`config.mk`:
```
export PLATFORM = sky130hd
export DESIGN_NAME = fcl_ram
export DESIGN_NICKNAME = d
export VERILOG_FILES = /design/src/rtl/core/fcl_ram.sv
export SDC_FILE = /design/constraint.sdc
export NUM_CORES = 1
export LEC_CHECK = 0
export BUFFER_PORTS_ARGS = -buffer_cell sky130_fd_sc_hd__clkbuf_2
export CAP_MARGIN = 20
export CORE_MARGIN = 2
export CORE_UTILIZATION = 31
export DETAILED_ROUTE_END_ITERATION = 8
export SYNTH_ARGS = -nofsm -noshare
export SYNTH_HDL_FRONTEND = slang
export SYNTH_SLANG_ARGS = --single-unit
```
`constraint.sdc`:
```
create_clock -name clk_i -period 2.9 [get_ports clk_i]
set_clock_uncertainty 0.05 [all_clocks]
set_input_delay 0.145 -clock clk_i [delete_from_list [all_inputs] [get_ports clk_i]]
set_output_delay 0.145 -clock clk_i [all_outputs]
set_load 0.005 [all_outputs]
```
`src/rtl/core/fcl_ram.sv`:
```
// ----------------------------------------------------------------------------
// fcl_ram
// Simple dual-port RAM: one write port, one read port with registered data.
// ----------------------------------------------------------------------------
module fcl_ram #(
  parameter int unsigned Width = 16,
  parameter int unsigned Depth = 64
) (
  input  logic                     clk_i,
  input  logic                     we_i,
  input  logic [$clog2(Depth)-1:0] waddr_i,
  input  logic [Width-1:0]         wdata_i,
  input  logic [$clog2(Depth)-1:0] raddr_i,
  output logic [Width-1:0]         rdata_o
);

  logic [Width-1:0] mem_q [Depth];
  logic [Width-1:0] rdata_q;

  always_ff @(posedge clk_i) begin
    if (we_i) begin
      mem_q[waddr_i] <= wdata_i;
    end
    rdata_q <= mem_q[raddr_i];
  end

  assign rdata_o = rdata_q;

endmodule

```
# Word level (Yosys, flattened, before mapping)
# Memory sizes are Yosys's and may differ from the RTL's. A register that Yosys moved wholly into a read port is not among the register bits.
# Index checks and enable logic that the tools add are counted.
op_classes:
  n_eq_ne: 0
  mux: 2
  add_sub_neg: 0
  n_bitwise: 0
  shift: 0
  magnitude_cmp: 0
  n_mul: 0
  reduce_logical: 0
  n_div: 0
op_table:
  columns: ["cell", "n"]
  rows:
  - ["2-to-1 mux 1 bit", 2]
totals:
  rom_bits: 0
  output_inout_bits: 16
  elab_cells: 3
  mem_count: 1
  latch_bits: 0
  ramBits: 1024
  input_bits: 30
  regBits: 0
mem_list:
  columns: ["name", "words", "word_bits", "read_ports", "rd_clocked_by_memory_dff", "write_ports", "line_no", "text"]
  rows:
  - ["mem_q", 64, 16, 1, 1, 1, "17", "logic [Width-1:0] mem_q [Depth];"]

# Depth between registers and ports, before layout
# Gate-level depths: netlist of run 1.
depth:
  word_depth: 2
  mapped_depth: 10
  depth_no_buf: 5

# Worst setup path before layout of run 1
# Ideal clock, no wire load.
synth_path:
  kind: "input -> register"
  startpoint: "input port waddr_i[3]"
  endpoint: "memory mem_q[48][0] (enable)"
  required_ps: 2441
  path_stages: 4
  setup_ps: 409
  arrival_ps: 1771
  slack_ps: 670
  path_buffers: 1
  cell_sequence: "clkbuf_1 > nor2b_1 > nand4b_1 > nor3_1"
synth_lines:
  columns: ["element", "line_no", "text"]
  rows:
  - ["start, declared", "11", "input logic [$clog2(Depth)-1:0] waddr_i,"]
  - ["end, declared", "17", null]
# Straight into the memory's write port.

==> results of run 1 <==
registers in the layout, indices dropped and copies added (netlist names):
name     flops
rdata_o     16
mem_q     1024
worst register-to-register path, delay by kind of cell (launching register included):
kind | cells | cell delay, ps
DFF | 1 | 370
AOI/OAI and AO/OA | 3 | 740
muxes | 2 | 710
buffers and inverters | 1 | 220
cells in the mapped netlist, types with 12 or more instances:
library cell and instances:
a221oi_1 16, edfxtp_1 1024, mux4_2 220, a21oi_1 17, mux2_2 27, nand3_1 24
nand2_1 59, buf_4 13, a22oi_1 39, buf_2 36, mux2i_1 85, nor2_1 72
nor2b_1 30, nand4_1 12, dfxtp_1 16, clkbuf_1 24, buf_6 17
layer usage:
metal / global-route usage, % / part of all wire (%) / vias to the layer above
met2: 23.9 / 48 / 740
met5: 0 / 0.11 / -
met3: 3.32 / 8.5 / 155
li1: - / - / 8120
met1: 20.3 / 42 / 10300
met4: 3.36 / 2.2 / 18
metrics by stage:
| step | total power (uW) | setup WS, ps | area [sq um] | cells |
|---|---|---|---|---|
| final | 30500 | 679 | 46200 | 3794 |
| after global routing | 31400 | 599 | 46200 | 3789 |
| after CTS | 30700 | 680 | 46100 | 3785 |
| after detailed placement | 18700 | 315 | 43100 | 3599 |
| after global placement | 18600 | 329 | 43100 | 3599 |
| after floorplan | 17800 | 670 | 40000 | 1829 |
kinds of logic (layout without fill, tap and decap cells):
kind of cell | Yosys count | in the layout | share of synthesized area, %
other | 0 | 5 | 0
buffers and inverters | 104 | 402 | 1.83
multiplexers | 336 | 336 | 15.5
AO/OA/AOI/OAI | 129 | 129 | 2.41
AND/OR/NAND/NOR | 220 | 220 | 2.65
flip-flops | 1040 | 1040 | 77.6
layout make-up:
| class | instances | area, sq um | area share, % |
|---|---|---|---|
| diodes | 5 | 12.5 | 0.0271 |
| clock buffers | 129 | 2610 | 5.65 |
| clock inverters | 51 | 377 | 0.815 |
| multi-input cells | 685 | 8250 | 17.9 |
| flip-flops and latches | 1040 | 31100 | 67.2 |
| well taps | 1662 | 2080 | 4.50 |
| repair buffers | 222 | 1810 | 3.92 |
how the worst min path moves through the flow:
stage                          start           end  slack (ps)  depth (start not counted)
after global routing      waddr_i[2]  mem_q[49][5]         110                          3
after floorplan           wdata_i[0]   mem_q[0][0]         190                          0
after CTS                 raddr_i[5]    rdata_o[0]          80                          4
after detailed placement  wdata_i[1]  mem_q[50][1]         360                          1
final                     waddr_i[2]  mem_q[48][6]         110                          3
after global placement    wdata_i[1]  mem_q[50][1]         360                          1
power breakdown:
group	switching (uW)	internal [uW]	total, uW
Sequential	71.5	16600	16700
Combinational	995	624	1620
Clock	5370	6770	12100
==> flow_summary.toml, run 1 <==
[status]
status = "complete, no violations"

[global_route]
grt_antenna_before_repair = 19
grt_pass1_wl_microns = 141000
grt-ovfl-total = 0
grt_pass1_vias = 19600
grt_max_degree = 65
grt_util_all_layers_pct = 14.8

[critical_path]
crit_chain = "mux4_2 -> mux2i_1 -> a22oi_1 -> a31oi_1 -> buf_4 -> a311oi_1"
crit_arrival_ps = 2690
ff2ff_path_depth = 6
path_depth = 6
worstPathRequired_ps = 3370
path_delay_family = "compound AO/OA/AOI/OAI gates"
crit_buf_inv = 1
crit_start = "mem_q[23][4]"
critPathCaptureType = "flip-flop"
endpoint = "rdata_o[4]"
crit_type = "reg -> reg"
worstSetupStartpointType = "flip-flop"
reg2reg_from = "mem_q[23][4]"
crit_path_max_fanout = 1
cpPeakStageDelay_ps = 470
r2r_end = "rdata_o[4]"
rrSetupSlack_ps = 680
crit_path_top_delay_cell = "mux4_2"

[detailed_routing]
drc = 0
vias_per_cell = 5.09
drt_iter0_drc = 2217
routed_wl_microns = 98000
drtAntennaViolNets = 0
num_vias = 19300
wl_per_cell_microns = 25.8
firstDrtPassIters = 5

[sta]
relSlewSlack_pct = 33.2
period_share_pct = 76.6
rsz0062_at_grt = "no"
max_slew.worst_pin.slew_ps = 1000
slew_viol_final = 0
fin_tns_setup_ps = 0
hold_viol = 0
fin_crit_ps = 2220
setup_viol = 0
holdWs_ps = 113
max_clock_freq_ghz = 0.450

[die]
initial_core_util_pct = 31.3
ios = 46
die-area_sq_um = 132000
die_x_microns = 363
rows = 131
fp.coreArea_sq_um = 128000
fp.dieH_microns = 363

[pwr]
cellPowerDensity_nw_per_um2 = 659
leakage_uw = 0.0146
vdd_ir_drop_max_v = 0.000391

[worst_hold_path]
worstHoldPathType = "in -> reg"

[layout]
n_fill_cell = 11600
utilization_pct = 36.1
mostFrequentLayoutCells = "edfxtp_1, mux4_2, buf_4"
finalNetCount = 2078
area_growth_pct = 15.4
layout-drive-gt1-share_pct = 28.1
mostFrequentLayoutCell = "edfxtp_1"

[clock_tree]
clk_path_buf_depth = 3
root_buffer = "clkbuf_16"
cts_setup_buffers = 0
cts_sinks = 1040
clkSlewWorstSetupHoldPaths_ps = 60
postCtsResizedCells = 0
clock_latency_ps = 670
numCtsBuffers = 99
cts_tree = "yes"
cts_htree_levels = 3
ctsHoldBuffers = 6

[logic_synthesis]
netlist_area_sq_um = 40000
yosys_warnings = 0
ys_types = 43
synth.top_cell.area_share_pct = 76.8
synthesis.nets = 1859
synth_flop_cell = "edfxtp_1"
yosysTopAreaCell = "edfxtp_1"
syn_area_per_cell_sq_um = 21.9
ys_top_cells_by_area = "edfxtp_1, mux4_2, mux2i_1, dfxtp_1, mux2_2"
synthArstFlopShare_pct = 0
syn_inst = 1829
synth_edf_count = 1024
ys_seq_elements = 1040
ys_seq_area_share_pct = 77.6

[placement]
place.port_buffers = 45
globalplace.congestion = 0.874
post-dp-hpwl_microns = 61800

[run]
drv_cap = 0
Note: power is estimated with default switching activity, not from simulation.
==> run 2, diff against run 1 <==
==> constraint.sdc (replaced) <==
create_clock -name clk_i -period 2.01 [get_ports clk_i]
set_clock_uncertainty 0.05 [all_clocks]
set_input_delay 0.1005 -clock clk_i [delete_from_list [all_inputs] [get_ports clk_i]]
set_output_delay 0.1005 -clock clk_i [all_outputs]
set_load 0.005 [all_outputs]
==> run 2 against run 1 <==
Compared with the run above: die area unchanged; critical path depth unchanged; final area up 3.8%.
==> flow_summary.toml, run 2 (synthesized netlist as in run 1, its figures left out) <==
[layout]
finalNetCount = 2168
largest_reg_flops = 1024
utilization_pct = 37.5
regArea_sq_um = 31100
largest_register = "mem_q"
layout-drive-gt1-share_pct = 32.0
multi_input_area_sq_um = 8310
mostFrequentLayoutCell = "edfxtp_1"
area_growth_pct = 19.8
n_fill_cell = 11500
n_antenna_cell = 0
mostFrequentLayoutCells = "edfxtp_1, mux4_2, buf_4"

[die]
fp.coreArea_sq_um = 128000
die-area_sq_um = 132000
ios = 46
rows = 131
die_x_microns = 363
initial_core_util_pct = 31.3
fp.dieH_microns = 363

[sta]
slew_viol_final = 0
relSlewSlack_pct = 47.3
fin_crit_ps = 1960
setup_viol = 0
period_share_pct = 97.7
hold_viol = 0
max_clock_freq_ghz = 0.509
holdWs_ps = 44.5
max_slew.worst_pin.slew_ps = 791

[critical_path]
crit_path_max_fanout = 1
reg2reg_from = "mem_q[10][1]"
critPathCaptureType = "flip-flop"
worstPathRequired_ps = 2490
ff2ff_path_depth = 6
crit_arrival_ps = 2440
crit_type = "reg -> reg"
r2r_end = "rdata_o[1]"
worstSetupStartpointType = "flip-flop"
rrSetupSlack_ps = 50

[clock_tree]
cts_tree = "yes"
clkSlewWorstSetupHoldPaths_ps = 60
cts_sinks = 1040
numCtsBuffers = 102
root_buffer = "clkbuf_16"
cts_htree_levels = 3
clock_latency_ps = 660
clk_path_buf_depth = 3
cts_setup_buffers = 0

[detailed_routing]
drt_iter0_drc = 2331
firstDrtPassIters = 7
drc = 0
drtAntennaViolNets = 0
num_vias = 19600
routed_wl_microns = 97200
vias_per_cell = 5.04
wl_per_cell_microns = 25.0

[pwr]
vdd_ir_drop_max_v = 0.000672
leakage_uw = 0.0153
cellPowerDensity_nw_per_um2 = 941

[global_route]
grt_util_all_layers_pct = 14.6
grt_max_degree = 65
grt_pass1_wl_microns = 140000
grt_antenna_before_repair = 9
grt_pass1_vias = 19800
grt-ovfl-total = 0

[worst_hold_path]
min_to = "mem_q[28][14]"
worstHoldStart = "wdata_i[14]"
worstHoldPathType = "in -> reg"
hold_depth = 1

[run]
drv_cap = 0

[status]
status = "complete, no violations"

[placement]
globalplace.congestion = 0.846
place.port_buffers = 45
post-dp-hpwl_microns = 61200
## run 2: cell count changes in the layout (fill, tap and decap cells not counted), moves of 5 or more
cell / previous run / this run
buf_12: 17 / 80
buf_4: 152 / 172
diode_2: 5 / 0
clkinv_2: 16 / 27
clkbuf_1: 29 / 19
## run 2: repair_timing
item                                    4_1_cts  5_1_grt
hold buffers                                 12        0
hold endpoints to repair                    700        0
gates resized for setup                       7        2
endpoints found under the setup margin        3        6
pin swaps                                     2        6
cloned                                        0        0
## run 2: report_power, final
part / leakage, uW / total (uW) / internal [uW] / switching, uW
combinational: 0.00439 / 2560 / 1080 / 1480
clock: 0.00159 / 18500 / 10500 / 7960
sequential: 0.00935 / 24100 / 24000 / 90.9
total: 0.0153 / 45100 / 35600 / 9530
## run 2: final cells by class
type                            instances  share of cell area (%)
Clock buffer                          123                    5.57
Clock inverter                         69                    1.19
Multi-Input combinational cell        685                    17.3
Sequential cell                      1040                    64.8
Tap cell                             1662                    4.34
Timing Repair Buffer                  309                    6.81
## run 2: metrics by stage
| step | setup slack, ps | instance area, sq um | TNS (ps) | instances | power, uW |
|---|---|---|---|---|---|
| floorplan | -98.3 | 40100 | -12140 | 1829 | 25800 |
| global placement | -421 | 44500 | -4080 | 3684 | 27100 |
| detailed placement | -391 | 44500 | -4150 | 3684 | 27100 |
| CTS | 30.8 | 48000 | 0 | 3888 | 45500 |
| global route | -18.2 | 48000 | -18.2 | 3888 | 46500 |
| finish | 45.5 | 48000 | 0 | 3888 | 45100 |
## run 2: per-layer routing
layer | vias to the layer above | global-route usage, % | routed length, microns
li1 | 8317 | - | -
met1 | 10400 | 19.9 | 41300
met2 | 679 | 23.7 | 47000
met3 | 143 | 3.08 | 6610
met4 | 12 | 3.60 | 2200
met5 | - | 0 | 76
## run 2: critical path, stage by stage (launching register included)
cell and delay, ps:
edfxtp_1 380, mux4_2 470, nor2b_1 140, a211o_1 310, a31oi_1 240, buf_4 190, a311oi_1 50
## run 2: worst max-delay path by stage
| stage | startpoint | slack [ps] | endpoint | depth (start not counted) |
|---|---|---|---|---|
| 5_1_grt | mem_q[22][1] | -20 | rdata_o[1] | 7 |
| 6_report | mem_q[10][1] | 50 | rdata_o[1] | 6 |
| 3_3_place_gp | raddr_i[0] | -420 | rdata_o[4] | 9 |
| 2_1_floorplan | waddr_i[5] | -100 | mem_q[39][0] | 4 |
| 4_1_cts | mem_q[30][15] | 30 | rdata_o[15] | 6 |
| 3_5_place_dp | raddr_i[0] | -390 | rdata_o[4] | 9 |
==> run 3, diff against run 2 <==
--- a/config.mk
+++ b/config.mk
@@ -13,3 +13,4 @@
 export SYNTH_ARGS = -nofsm -noshare
 export SYNTH_HDL_FRONTEND = slang
 export SYNTH_SLANG_ARGS = --single-unit
+export TNS_END_PERCENT = 1
==> constraint.sdc (replaced) <==
create_clock -name clk_i -period 1.9 [get_ports clk_i]
set_clock_uncertainty 0.05 [all_clocks]
set_input_delay 0.095 -clock clk_i [delete_from_list [all_inputs] [get_ports clk_i]]
set_output_delay 0.095 -clock clk_i [all_outputs]
set_load 0.005 [all_outputs]
==> run 3 against run 2 <==
Compared with the run above: the flow now finishes with violations (negative setup slack); sequential share of layout area fell by 0.42 points; core utilization rose by 0.24 points; global-route usage rose by 0.11 points; clock power rose by 6%.
==> flow_summary.toml, run 3 (synthesized netlist as in run 1, its figures left out) <==
[sta]
setup_slack_ps = -119
max_clock_freq_ghz = 0.495
hold_viol = 0
max_slew.worst_pin.slew_ps = 804
relSlewSlack_pct = 46.4
slew_viol_final = 0
rsz0062_at_grt = "yes"
period_share_pct = 106
fin_crit_ps = 2020
setup_viol = 3

[worst_hold_path]
hold_depth = 1
worstHoldPathType = "in -> reg"
worstHoldStart = "wdata_i[14]"
min_to = "mem_q[26][14]"

[clock_tree]
clk_path_buf_depth = 3
root_buffer = "clkbuf_16"
numCtsBuffers = 100
clkSlewWorstSetupHoldPaths_ps = 60
cts_htree_levels = 3
cts_setup_buffers = 0
cts_sinks = 1040
clock_latency_ps = 680
cts_tree = "yes"

[layout]
mostFrequentLayoutCell = "edfxtp_1"
final_area_sq_um = 48300
finalNetCount = 2191
area_growth_pct = 20.6
layout-drive-gt1-share_pct = 32.8
mostFrequentLayoutCells = "edfxtp_1, mux4_2, buf_4"
largest_reg_flops = 1024
largest_register = "mem_q"
fin_cells = 3910

[detailed_routing]
firstDrtPassIters = 5
drc = 0
vias_per_cell = 5.03
drtAntennaViolNets = 0
num_vias = 19700
drt_iter0_drc = 2179
routed_wl_microns = 98000
wl_per_cell_microns = 25.1

[pwr]
leakage_uw = 0.0154
vdd_ir_drop_max_v = 0.000642
power_uw = 48000
cellPowerDensity_nw_per_um2 = 994

[critical_path]
critPathCaptureType = "flip-flop"
reg2reg_from = "mem_q[30][5]"
worstPathRequired_ps = 2420
rrSetupSlack_ps = -120
crit_type = "reg -> reg"
crit_arrival_ps = 2540
worstSetupStartpointType = "flip-flop"
crit_path_max_fanout = 1
ff2ff_path_depth = 5
r2r_end = "rdata_o[5]"

[die]
fp.coreArea_sq_um = 128000
initial_core_util_pct = 31.3
ios = 46
die_x_microns = 363
rows = 131
die-area_sq_um = 132000
fp.dieH_microns = 363

[global_route]
grt_util_all_layers_pct = 14.7
grt_pass1_wl_microns = 141000
grt_antenna_before_repair = 10
grt_max_degree = 65
grt_pass1_vias = 20200
grt-ovfl-total = 0

[placement]
place.port_buffers = 45
dp.cells = 3708
post-dp-hpwl_microns = 61300
placed_cell_area_sq_um = 44700
place_ws_ps = -587
globalplace.congestion = 0.882

[status]
status = "finished with violations"
violations = "negative setup slack"

[run]
drv_cap = 0
run 3: per-layer routing:
metal	global-route usage, %	vias up	share of wire (%)
li1	-	8354	-
met1	20.0	10500	42
met2	23.7	690	48
met3	3.48	136	7.6
met4	3.78	4	2.3
met5	0	-	0.039
run 3: what timing repair did:
| action | in CTS | in global routing |
|---|---|---|
| endpoints found under the hold margin | 832 | 0 |
| resized for setup | 22 | 7 |
| pin swaps | 10 | 7 |
| endpoints found under the setup margin | 10 | 11 |
| cloned | 0 | 0 |
| hold buffers | 13 | 0 |
run 3: worst max path at each step:
| stage | start | to | depth (start not counted) |
|---|---|---|---|
| after floorplan | waddr_i[3] | mem_q[49][0] | 4 |
| after global placement | raddr_i[0] | rdata_o[1] | 8 |
| after detailed placement | raddr_i[0] | rdata_o[1] | 8 |
| after CTS | mem_q[30][5] | rdata_o[5] | 5 |
| after global routing | mem_q[21][5] | rdata_o[5] | 5 |
| final | mem_q[30][5] | rdata_o[5] | 5 |
run 3: per-stage QoR:
step                util [%]  TNS [ps]  hold slack (ps)
floorplan                  -    -38460              144
global placement        35.0     -6230              444
detailed placement      35.0     -6180              438
CTS                     37.7      -102             9.00
global route            37.8      -524             53.2
finish                  37.8      -222             56.0
run 3: area by class of cell:
| class | instances | area [sq um] |
|---|---|---|
| antenna | 1 | 2.50 |
| clock buffer | 128 | 2710 |
| clock inverter | 60 | 533 |
| fill | 11500 | 79600 |
| multi-input combinational | 685 | 8400 |
| sequential | 1040 | 31100 |
| tap | 1662 | 2080 |
| timing repair buffer | 334 | 3480 |
run 3: critical path: stages (launching register included):
cell and delay, ps:
edfxtp_1 360, mux4_2 480, mux2_4 290, nand2_2 50
nand4_1 350, and4_1 340
run 3: where the power goes:
part | switching [uW] | total (uW) | internal [uW]
Sequential | 113 | 25500 | 25400
Combinational | 1600 | 2800 | 1210
Clock | 8380 | 19700 | 11300
Total | 10100 | 48000 | 37900
